$ cat src/rtl/bdpc_pkg.sv
// bdpc_pkg: shared types and constants for the button debounce press classifier
// holds register indexes, reset values and the state, config and result structs
// no dependencies
package bdpc_pkg;

	localparam int unsigned CfgIdxW = 2;
	localparam int unsigned CfgW    = 16;
	localparam int unsigned TimeW   = 32;

	localparam logic [CfgIdxW-1:0] REG_DEBOUNCE  = 2'd0;
	localparam logic [CfgIdxW-1:0] REG_SHORT_MAX = 2'd1;
	localparam logic [CfgIdxW-1:0] REG_LONG_MIN  = 2'd2;

	localparam logic [CfgW-1:0] DEBOUNCE_RST  = 16'd15;
	localparam logic [CfgW-1:0] SHORT_MAX_RST = 16'd1000;
	localparam logic [CfgW-1:0] LONG_MIN_RST  = 16'd3000;

	typedef struct packed {
		logic [CfgW-1:0] debounce_ms;
		logic [CfgW-1:0] short_max_ms;
		logic [CfgW-1:0] long_min_ms;
	} cfg_t;

	typedef struct packed {
		logic              raw_seen;
		logic              settling;
		logic [TimeW-1:0]  settle_start;
		logic              stable_now;
		logic              long_armed;
		logic [TimeW-1:0]  press_start;
	} state_t;

	typedef struct packed {
		logic press_event;
		logic release_event;
		logic short_press_event;
		logic long_press_event;
		logic stable_level;
	} result_t;

endpackage

$ cat src/rtl/button_debounce_press_classifier.sv
// button_debounce_press_classifier: input register, one update step, result register
// throughput one item per cycle while out_ready does not stall the result register
// the state update sits between the input and result registers, so the next item
// sees the state left by the previous one without a stall
// arst_n clears all state: levels released, not settling, not armed, times zero,
// registers back to 15 / 1000 / 3000 ms
module button_debounce_press_classifier (
	input  logic                          clk,
	input  logic                          arst_n,
	input  logic                          in_valid,
	output logic                          in_ready,
	input  logic                          pin_level,
	input  logic [bdpc_pkg::TimeW-1:0]    now_ms,
	output logic                          out_valid,
	input  logic                          out_ready,
	output logic                          press_event,
	output logic                          release_event,
	output logic                          short_press_event,
	output logic                          long_press_event,
	output logic                          stable_level,
	input  logic                          cfg_valid,
	output logic                          cfg_ready,
	input  logic [bdpc_pkg::CfgIdxW-1:0]  cfg_index,
	input  logic [bdpc_pkg::CfgW-1:0]     cfg_data
);

	bdpc_pkg::cfg_t             cfg_q;
	bdpc_pkg::state_t           state_q;
	bdpc_pkg::state_t           state_nxt;
	bdpc_pkg::result_t          res_nxt;
	bdpc_pkg::result_t          res_s2;
	logic                       valid_s1;
	logic                       pin_s1;
	logic [bdpc_pkg::TimeW-1:0] now_s1;
	logic                       adv;

	assign cfg_ready = 1'b1;
	// stage 1 moves on when the result register is free or being drained
	assign adv      = valid_s1 & (~out_valid | out_ready);
	assign in_ready = ~valid_s1 | adv;

	always_ff @(posedge clk or negedge arst_n) begin
		if (!arst_n) begin
			cfg_q.debounce_ms  <= bdpc_pkg::DEBOUNCE_RST;
			cfg_q.short_max_ms <= bdpc_pkg::SHORT_MAX_RST;
			cfg_q.long_min_ms  <= bdpc_pkg::LONG_MIN_RST;
		end else if (cfg_valid && cfg_ready) begin
			unique case (cfg_index)
				bdpc_pkg::REG_DEBOUNCE:  cfg_q.debounce_ms  <= cfg_data;
				bdpc_pkg::REG_SHORT_MAX: cfg_q.short_max_ms <= cfg_data;
				bdpc_pkg::REG_LONG_MIN:  cfg_q.long_min_ms  <= cfg_data;
				default: ;
			endcase
		end
	end

	always_ff @(posedge clk or negedge arst_n) begin
		if (!arst_n) begin
			valid_s1 <= 1'b0;
		end else if (in_ready) begin
			valid_s1 <= in_valid;
		end
	end

	always_ff @(posedge clk) begin
		if (in_valid && in_ready) begin
			pin_s1 <= pin_level;
			now_s1 <= now_ms;
		end
	end

	bdpc_step u_step (
		.pin_level (pin_s1),
		.now_ms    (now_s1),
		.cfg       (cfg_q),
		.cur       (state_q),
		.nxt       (state_nxt),
		.res       (res_nxt)
	);

	always_ff @(posedge clk or negedge arst_n) begin
		if (!arst_n) begin
			state_q.raw_seen     <= 1'b1;
			state_q.settling     <= 1'b0;
			state_q.settle_start <= '0;
			state_q.stable_now   <= 1'b1;
			state_q.long_armed   <= 1'b0;
			state_q.press_start  <= '0;
		end else if (adv) begin
			state_q <= state_nxt;
		end
	end

	always_ff @(posedge clk or negedge arst_n) begin
		if (!arst_n) begin
			out_valid <= 1'b0;
		end else if (adv) begin
			out_valid <= 1'b1;
		end else if (out_ready) begin
			out_valid <= 1'b0;
		end
	end

	always_ff @(posedge clk) begin
		if (adv) begin
			res_s2 <= res_nxt;
		end
	end

	assign press_event       = res_s2.press_event;
	assign release_event     = res_s2.release_event;
	assign short_press_event = res_s2.short_press_event;
	assign long_press_event  = res_s2.long_press_event;
	assign stable_level      = res_s2.stable_level;

	// armed only while the debounced level is pressed
	a_armed_pressed: assert property (@(posedge clk) disable iff (!arst_n)
		state_q.long_armed |-> !state_q.stable_now)
		else $error("long press armed while released");

	a_press_level: assert property (@(posedge clk) disable iff (!arst_n)
		(out_valid && press_event) |-> (!stable_level && !release_event))
		else $error("press event with released level");

	a_short_release: assert property (@(posedge clk) disable iff (!arst_n)
		(out_valid && short_press_event) |-> (release_event && stable_level))
		else $error("short press without release");

	a_result_level: assert property (@(posedge clk) disable iff (!arst_n)
		adv |=> (stable_level == state_q.stable_now))
		else $error("result level differs from state");

	a_long_disarms: assert property (@(posedge clk) disable iff (!arst_n)
		(adv && res_nxt.long_press_event) |=> !state_q.long_armed)
		else $error("long press left armed");

endmodule

$ cat src/rtl/bdpc_step.sv
// bdpc_step: one debounce and press classification update, purely combinational
// takes the current state, registers and one sample, gives next state and events
// depends on bdpc_pkg
module bdpc_step (
	input  logic                        pin_level,
	input  logic [bdpc_pkg::TimeW-1:0]  now_ms,
	input  bdpc_pkg::cfg_t              cfg,
	input  bdpc_pkg::state_t            cur,
	output bdpc_pkg::state_t            nxt,
	output bdpc_pkg::result_t           res
);

	logic                       raw_chg;
	logic                       settling_pre;
	logic [bdpc_pkg::TimeW-1:0] settle_start_pre;
	logic [bdpc_pkg::TimeW-1:0] settle_el;
	logic                       settle_done;
	logic                       stable_nxt;
	logic                       chg;
	logic                       press;
	logic                       release_ev;
	logic [bdpc_pkg::TimeW-1:0] hold_el;
	logic [bdpc_pkg::TimeW-1:0] long_el;
	logic                       armed_pre;
	logic                       long_hit;

	always_comb begin
		raw_chg          = pin_level != cur.raw_seen;
		settling_pre     = raw_chg | cur.settling;
		settle_start_pre = raw_chg ? now_ms : cur.settle_start;
		settle_el        = now_ms - settle_start_pre;
		settle_done      = settling_pre
			&& (settle_el >= {{(bdpc_pkg::TimeW-bdpc_pkg::CfgW){1'b0}}, cfg.debounce_ms});
		stable_nxt       = settle_done ? pin_level : cur.stable_now;

		chg        = stable_nxt != cur.stable_now;
		press      = chg & ~stable_nxt;
		release_ev = chg & stable_nxt;

		// hold time against the old start, used for the short check on release
		hold_el   = now_ms - cur.press_start;
		// a press in this step restarts the hold, so elapsed is zero
		long_el   = press ? '0 : hold_el;
		armed_pre = press | (cur.long_armed & ~release_ev);
		long_hit  = armed_pre
			&& (long_el >= {{(bdpc_pkg::TimeW-bdpc_pkg::CfgW){1'b0}}, cfg.long_min_ms});

		nxt.raw_seen     = pin_level;
		nxt.settling     = settling_pre & ~settle_done;
		nxt.settle_start = settle_start_pre;
		nxt.stable_now   = stable_nxt;
		nxt.long_armed   = armed_pre & ~long_hit;
		nxt.press_start  = press ? now_ms : cur.press_start;

		res.press_event       = press;
		res.release_event     = release_ev;
		res.short_press_event = release_ev
			&& (hold_el <= {{(bdpc_pkg::TimeW-bdpc_pkg::CfgW){1'b0}}, cfg.short_max_ms});
		res.long_press_event  = long_hit;
		res.stable_level      = stable_nxt;
	end

endmodule
$ cat config.mk
export PLATFORM = sky130hd
export DESIGN_NAME = button_debounce_press_classifier
export DESIGN_NICKNAME = d
export VERILOG_FILES = /design/src/rtl/bdpc_pkg.sv /design/src/rtl/button_debounce_press_classifier.sv /design/src/rtl/bdpc_step.sv
export SDC_FILE = /design/constraint.sdc
export NUM_CORES = 1
export LEC_CHECK = 0
export BUFFER_PORTS_ARGS = -buffer_cell sky130_fd_sc_hd__buf_2
export CAP_MARGIN = 20
export CORE_MARGIN = 10
export CORE_UTILIZATION = 46
export CTS_CLUSTER_DIAMETER = 120
export CTS_CLUSTER_SIZE = 14
export DETAILED_ROUTE_END_ITERATION = 10
export PLACE_DENSITY = 0.65
export SYNTH_ARGS = -nofsm -noshare
export SYNTH_HDL_FRONTEND = slang
export SYNTH_SLANG_ARGS = --single-unit
$ cat constraint.sdc
create_clock -name clk -period 8.5 [get_ports clk]
set_input_delay 0.85 -clock clk [delete_from_list [all_inputs] [get_ports clk]]
set_output_delay 0.85 -clock clk [all_outputs]
set_load 0.03 [all_outputs]
# Word-level counts from Yosys, hierarchy flattened
# Cells that the tools add are included.
# word_totals
input_bits,56
wordCells,58
output_inout_bits,8
regBits,156
# op_classes
order_cmp,3
eq_ne,4
reduce_logical,10
addsub,2
mux,5
n_bitwise,16
# ops
cell,n
greater-or-equal comparator 32 x 16 -> 1 bit,2
2-to-1 mux 32 bit,2
subtractor 32 bit,2
less-or-equal comparator 32 x 16 -> 1 bit,1
AND reduction 2 bit,4
bitwise AND 1 bit,6
NOT 1 bit,6
logical AND 1 bit,4
OR 1 bit,4
2-to-1 mux 1 bit,3
== test 2 x 1 -> 1 bit (second input constant),1
== test 2 bit (second input constant),1
zero test 2 bit,1
!= test 1 bit,2
nonzero test 2 bit,1

# Longest topological paths before layout
# Gate-level depths: netlist (run 1).
# logic_depth
word_depth,14
depth_mapped,40
depth_no_buf,35

# Hierarchy
# From an unflattened synthesis (run 1), not the netlist that was laid out.
# hier_totals
cells_unflattened,1323
area_unflattened_um2,12308.1
# modules_own_cells
mod,seq_area_each_um2,cells_each,instances,area_per_inst_um2
bdpc_step,0.0,1029,1,6711.4
button_debounce_press_classifier,4117.7,294,1,5596.6

# Worst setup path after synthesis (run 1)
# No wires, ideal clock.
# synth_path
kind,register -> register
start,reg state_q[67] (netlist name)
end,"reg res_s2, in the netlist long_press_event, data pin"
path_stages_with_launch,41
t_required_ns,8.242
n_path_buf,6
setup_ns,0.258
arrival_ns,7.705
period_less_slack_ns,7.963
path_slack_ns,0.537
cell_sequence,dfstp_2 > buf_2 > xnor2_1 > clkbuf_1 > clkbuf_1 > nand2_1 > o21ai_0 > ha_1 > inv_1 > ha_1 > a21o_1 > a22oi_1 > and2_1 > clkbuf_1 > nor2_1 > xor2_1 > ha_1 > nand2_1 > [5 not listed] > nand4_1 > nor4b_2 > nor2b_1 > buf_2 > buf_2 > or2_1 > ha_1 > nand2b_1 > a21o_1 > a21o_1 > a21o_1 > a21o_1 > a21o_1 > a211o_1 > a21oi_1 > nand2_1 > a21o_1 > o221a_2
# synth_lines
item,line,text
"start, declared",button_debounce_press_classifier.sv:28,bdpc_pkg::state_t state_q;
"start signal, assigned",button_debounce_press_classifier.sv:90,state_q <= state_nxt;
"end signal, assigned",button_debounce_press_classifier.sv:106,res_s2 <= res_nxt;
"end, declared",button_debounce_press_classifier.sv:31,bdpc_pkg::result_t res_s2;

==> metrics.txt, run 1 <==
Post-DRT Antenna Nets 0; Final Power 4277 uW; Setup crit end kind flip-flop; final worst slack 619.9 ps; HPWL after DPL 24210 um; fill cell count 2311; core area 24250 um^2; mapped cell area 11330 um^2; hold path start state_q[59]; vias in the first global route 9199; Setup Crit Path Kind flip-flop to flip-flop; CP max stage delay 680 ps; Mapped Nets 1390; Iteration-0 DRC Markers 718; required time worst endpoint 8690 ps; IO Port Bufs 62; final period utilization 92.71%; Starting Density 46.72%; PwrDens 340.8 nW/um^2; Setup WS pre-CTS 617.1 ps; via count 9347; vias per std cell 5.784; Final Wtd Congestion 0.9235; Async SR Flop Fraction 75.64%; flops & latches, synth 156; DRC errors left 0; register area 4118 um^2; routed len/inst 18.97 um; die area 31300 um^2; Worst Hold Class flip-flop to flip-flop; Final Slew Violations 0; Max Buffers Root-to-Sink 2; Clk Latency, worst-skew pair 430 ps; crit path launch state_q[67]; Leak 0.005669 uW; Global Route Usage Sum 19.91%; fin crit period 7880 ps; die height 176.9 um; worst reg2reg setup slack 620 ps; worst-path fanout max 16; Cell Rows 57; drt pass-1 iters 5; initial antenna violation count 0; status finished clean; Worst path most repeated cell a21o_1; final hold vios 0; fmax 126.9 MHz; Slew headroom 31.90%; post-synth cell types 71; placed cell area 11970 um^2; fin area 12550 um^2; Slowest cell on crit path dfstp_2; Slew @ Worst Pin 1019 ps; die width 176.9 um; Synth Flop Type dfrtp_1; fin nets 1436; Worst-path clk slew 70 ps; Multi-input gate area 6700 um^2; number of CTS-inserted buffers 17; WL final 30660 um; Worst EP arrival 8070 ps; CP Launch Type flip-flop; share of layout cells above drive strength 1 15.09%; Post-CTS Repair Setup Buffers 0; # setup viols final 0; Syn Inst Count 1233; Overflow after GRT 0; number of max-cap violations 0; post-synthesis sequential area ratio 36.35%; Avg Cell Area, Syn 9.188 um^2; Root Buffer clkbuf_16; I/O pins 64; CTS H-tree lvls 4; clock skew 11.43 ps; final core occ 51.76%; Area Overhead vs Synth 10.79%; WHS 482.4 ps; first-pass GRT wire length 49580 um; Clock Sinks 156; reg-to-reg startpoint state_q[67]; CTS tree built; number of flops mapped to enable cells by yosys 38; maximum number of pins on one net before global-route repair 65; VDD IR-drop max 0.1328 mV; yosys synthesis warning count 0; # diodes 0
power breakdown:
part           switching [uW]  internal, uW
combinational            1390          1040
clock                     347           410
sequential                120           972
path summary, 6_finish.rpt:
check                                    to  cells past startpoint
hold / removal                  state_q[59]                      2
min in group asynchronous       state_q[39]                      1
hold reg to reg                 state_q[59]                      2
setup reg to reg           long_press_event                     31
setup / recovery           long_press_event                     31
max in group asynchronous        state_q[4]                      2
cells in the mapped netlist (all sizes together), types with 5 or more instances:
library cell | count | area, um^2
and3 | 14 | 87.58
xnor2 | 27 | 236.5
a21oi | 82 | 410.4
dfstp | 19 | 499.2
o21a | 15 | 112.6
nor2 | 62 | 232.7
maj3 | 7 | 70.07
nand2b | 21 | 131.4
xor2 | 22 | 192.7
clkbuf | 33 | 123.9
edfxtp | 38 | 1141
mux2i | 27 | 270.3
dfrtp | 99 | 2477
mux2 | 68 | 765.7
a221oi | 6 | 52.55
or3 | 5 | 31.28
o41ai | 5 | 43.79
o21ai | 92 | 460.4
a31oi | 10 | 62.56
a211oi | 11 | 82.58
nor4 | 9 | 56.30
nor3 | 15 | 75.07
o31ai | 11 | 82.58
ha | 100 | 1251
inv | 104 | 390.4
a21o | 39 | 292.8
buf | 10 | 53.79
o21bai | 10 | 75.07
nand2 | 121 | 454.2
nor2b | 34 | 212.7
nand4 | 15 | 93.84
nand3 | 18 | 90.09
and2 | 9 | 56.30
cells by family (layout without fill, tap and decap cells):
| kind of cell | count (synthesis) | count (layout) | share of synthesized area (%) |
|---|---|---|---|
| simple gates | 341 | 341 | 14.70 |
| compound gates | 336 | 336 | 19.13 |
| flops | 156 | 156 | 36.35 |
| buf+inv | 147 | 206 | 5.014 |
| fa+ha+maj | 108 | 108 | 11.84 |
| mux | 95 | 95 | 9.145 |
| xor+xnor | 49 | 49 | 3.788 |
| other cells | 1 | 1 | 0.03310 |
registers in the layout (all words and copies together), names as in the netlist:
register / cells
stable_level: 1
valid_s1: 1
out_valid: 1
cfg_q: 48
press_event: 1
now_s1: 32
long_press_event: 1
state_q: 68
short_press_event: 1
pin_s1: 1
release_event: 1
cell type report:
type / count / area share, %
multi-input combinational: 930 / 53.38
sequential: 156 / 32.81
clock buffer: 18 / 3.419
tap: 324 / 3.230
inverter: 104 / 3.110
timing repair buffer: 70 / 2.971
clock inverter: 14 / 1.077
through the flow:
| stage | instances | TNS, ps |
|---|---|---|
| 2_1_floorplan | 1233 | 0 |
| 3_3_place_gp | 1584 | 0 |
| 3_5_place_dp | 1584 | 0 |
| 4_1_cts | 1616 | 0 |
| 5_1_grt | 1616 | -70.43 |
| 6_report | 1616 | 0 |
layer usage:
metal / global-route usage [%] / vias to the layer above / share of wire [%] / wire (um)
li1: - / 4542 / - / -
met1: 28.09 / 4517 / 48 / 14830
met2: 30.98 / 251 / 45 / 13710
met3: 3.072 / 37 / 4.8 / 1486
met4: 5.604 / 0 / 2.1 / 640
met5: 0 / - / 0 / 0
critical path: cells and delay by family (launching register included):
kind	cells	cell delay (ps)
muxes	1	190
AOI/OAI and AO/OA	11	2170
adders and majority gates	3	1040
buffers and inverters	1	240
DFF	1	680
and+or+nand+nor	13	2570
xor gates and xnor gates	2	740
placed cells by master (no fill, tap or decap), types with 18 or more instances in the layout:
cell      Yosys  final
a21o_1       39     39
a21oi_1      82     82
buf_2         7     61
dfrtp_1      99     99
dfstp_2      19     19
edfxtp_1     38     38
ha_1        100    100
inv_1       104    104
mux2_2       62     62
mux2i_1      27     27
nand2_1     121    121
nand2b_1     21     21
nand3_1      18     18
nor2_1       62     61
nor2b_1      34     34
o21ai_0      92     92
xnor2_1      27     26
xor2_1       22     21
what timing repair did:
item,CTS,global route
endpoints found under the setup margin,0,1
hold buffers,0,0
resized for setup,0,2
No activity file was read; power rests on OpenSTA's default activity.
==> run 2, diff against run 1 <==
--- a/config.mk
+++ b/config.mk
@@ -5,6 +5,7 @@
 export SDC_FILE = /design/constraint.sdc
 export NUM_CORES = 1
 export LEC_CHECK = 0
+export ABC_AREA = 1
 export BUFFER_PORTS_ARGS = -buffer_cell sky130_fd_sc_hd__buf_2
 export CAP_MARGIN = 20
 export CORE_MARGIN = 10
==> metrics.txt, run 2 <==
post-synthesis sequential area ratio 35.87%; vias per std cell 5.189; post-synthesis adder-cell area fraction 11.07%; Overflow after GRT 0; Mapped Nets 1735; Worst-path clk slew 70 ps; die area 31680 um^2; Area Overhead vs Synth 10.34%; Leak 0.006588 uW; complex-gate fraction of the synthesized area 13.34%; via count 10220; max FFs per register 68; clock skew 13.06 ps; Global Route Usage Sum 20.04%; required time worst endpoint 8680 ps; drt pass-1 iters 5; Slowest cell on crit path dfstp_2; # hold bufs at CTS 0; Clock Sinks 156; I/O pins 64; non-filler cells, final 1969; CTS H-tree lvls 4; maximum number of pins on one net before global-route repair 74; Async SR Flop Fraction 75.64%; worst-path fanout max 50; Simple-Gate Fraction of Synth Area 23.83%; initial antenna violation count 0; vias in the first global route 9919; most frequent cells in the layout 429 x nand2_1, 280 x inv_1, 134 x o21ai_0; Worst path most repeated cell nand2_1; largest registers state_q: 68 flops, cfg_q: 48 flops, now_s1: 32 flops; DRC errors left 0; fill cell count 2380; Setup crit end kind flip-flop; IO Port Bufs 62; core area 24460 um^2; Syn Inst Count 1578; Setup WS pre-CTS 1854 ps; Largest Register state_q; CTS tree built; worst r2r path cells 46; fmax 150.3 MHz; VDD IR-drop max 0.1429 mV; reg-to-reg startpoint state_q[67]; fin nets 1789; Slew headroom 36.88%; fin crit period 6653 ps; final hold vios 0; mapped cell area 11480 um^2; mux contribution to synthesized area 1.744%; fin area 12670 um^2; routed len/inst 15.87 um; # diodes 0; Cell Rows 57; number of flops mapped to enable cells by yosys 38; Iteration-0 DRC Markers 783; Avg Cell Area, Syn 7.275 um^2; Slew @ Worst Pin 946.7 ps; placed cell area 12060 um^2; worst reg2reg setup slack 1850 ps; most common cell after layout, fill and taps aside nand2_1; largest family of logic cells by synthesized area simple AND/OR/NAND/NOR gates; xor-xnor portion of the synthesized cell area 3.204%; crit path launch state_q[67]; die height 178.0 um; final worst slack 1847 ps; status finished clean; number of max-cap violations 0; Synth area leaders dfrtp_1 22%, nand2_1 14%, ha_1 11%, edfxtp_1 9.9%, inv_1 9.2%; die width 178.0 um; Worst EP arrival 6830 ps; Starting Density 46.93%; Synth Flop Type dfrtp_1; Final Slew Violations 0; RSZ-0062 raised after global routing false; FF-to-FF End long_press_event; Post-DRT Antenna Nets 0; TNS Setup 0 ps; flops & latches, synth 156; HPWL after DPL 24880 um; Root Buffer clkbuf_16; CP max stage delay 540 ps; final period utilization 78.28%; Setup Crit Path Kind flip-flop to flip-flop; post-synth top area share 21.58%; Worst Hold Class input pin to async pin; first-pass GRT wire length 50500 um; commonest cells in the netlist 430 x nand2_1, 280 x inv_1, 134 x o21ai_0, 100 x ha_1, 99 x dfrtp_1; PwrDens 359.0 nW/um^2; Final Wtd Congestion 0.9389; count leader, synth nand2_1; top cell type by total area after synthesis dfrtp_1; number of CTS-inserted buffers 17; Clk Latency, worst-skew pair 430 ps; Post-CTS Repair Setup Buffers 0; placed insts 1936; Max Buffers Root-to-Sink 2; WL final 31260 um; share of layout cells above drive strength 1 9.119%; yosys synthesis warning count 0; post-synth cell types 47; # setup viols final 0; Post-CTS Resized 0; CP Launch Type flip-flop
run 2: cell types whose count changed after synthesis, moves of 34 or more:
cell,change
inv_1,+176
nor2b_1,-34
mux2_2,-62
o21ai_0,+42
nand3_1,+45
nand2_1,+309
a21o_1,-36
run 2: stage by stage:
| step | total power, uW | hold slack, ps | utilization (%) |
|---|---|---|---|
| 2_1_floorplan | 3142 | 449.3 | - |
| 6_report | 4547 | 416.6 | 51.78 |
| 3_3_place_gp | 3719 | 461.7 | 49.31 |
| 5_1_grt | 5041 | 457.0 | 51.78 |
| 4_1_cts | 4551 | 435.7 | 51.72 |
| 3_5_place_dp | 3764 | 467.1 | 49.31 |
run 2: critical path: cells and delay by family, from the launching register on:
kind,cells,cell delay (ps)
DFF,1,540
adders and majority gates,4,920
and+or+nand+nor,26,2750
AOI/OAI and AO/OA,10,1710
buffers and inverters,5,270
xor gates and xnor gates,1,170
run 2: cells by family after synthesis:
logic type,Yosys count
DFF,156
muxes,20
and+or+nand+nor,652
xor gates and xnor gates,42
other,1
buffers and inverters,320
adders and majority gates,101
AOI/OAI and AO/OA,286
run 2: area by class of cell:
cell class                 instances  area, um^2  share of cell area, %
inverter                         287        1077                  8.505
clock inverter                    13       113.9                 0.8989
tap                              324       405.4                  3.200
sequential                       156        4118                  32.51
timing repair buffer              68       365.4                  2.884
multi-input combinational       1102        6112                  48.25
clock buffer                      19       475.5                  3.753
run 2: worst max path at each step:
stage,end,cells past startpoint
finish,long_press_event,46
global placement,long_press_event,46
detailed placement,long_press_event,46
floorplan,long_press_event,47
global route,state_q[32],47
CTS,long_press_event,46
run 2: report_power, final:
| group | internal [uW] | switching, uW | total [uW] |
|---|---|---|---|
| sequential | 985 | 110 | 1090 |
| clock | 420 | 339 | 760 |
| combinational | 994 | 1700 | 2690 |
| total | 2400 | 2150 | 4550 |
run 2: layer usage:
metal,GRT usage (%),up-vias,wire [um]
met2,33.63,223,14830
met1,26.85,4769,14680
met3,2.410,36,1239
met4,5.071,0,501
met5,0,-,0
li1,-,5190,-
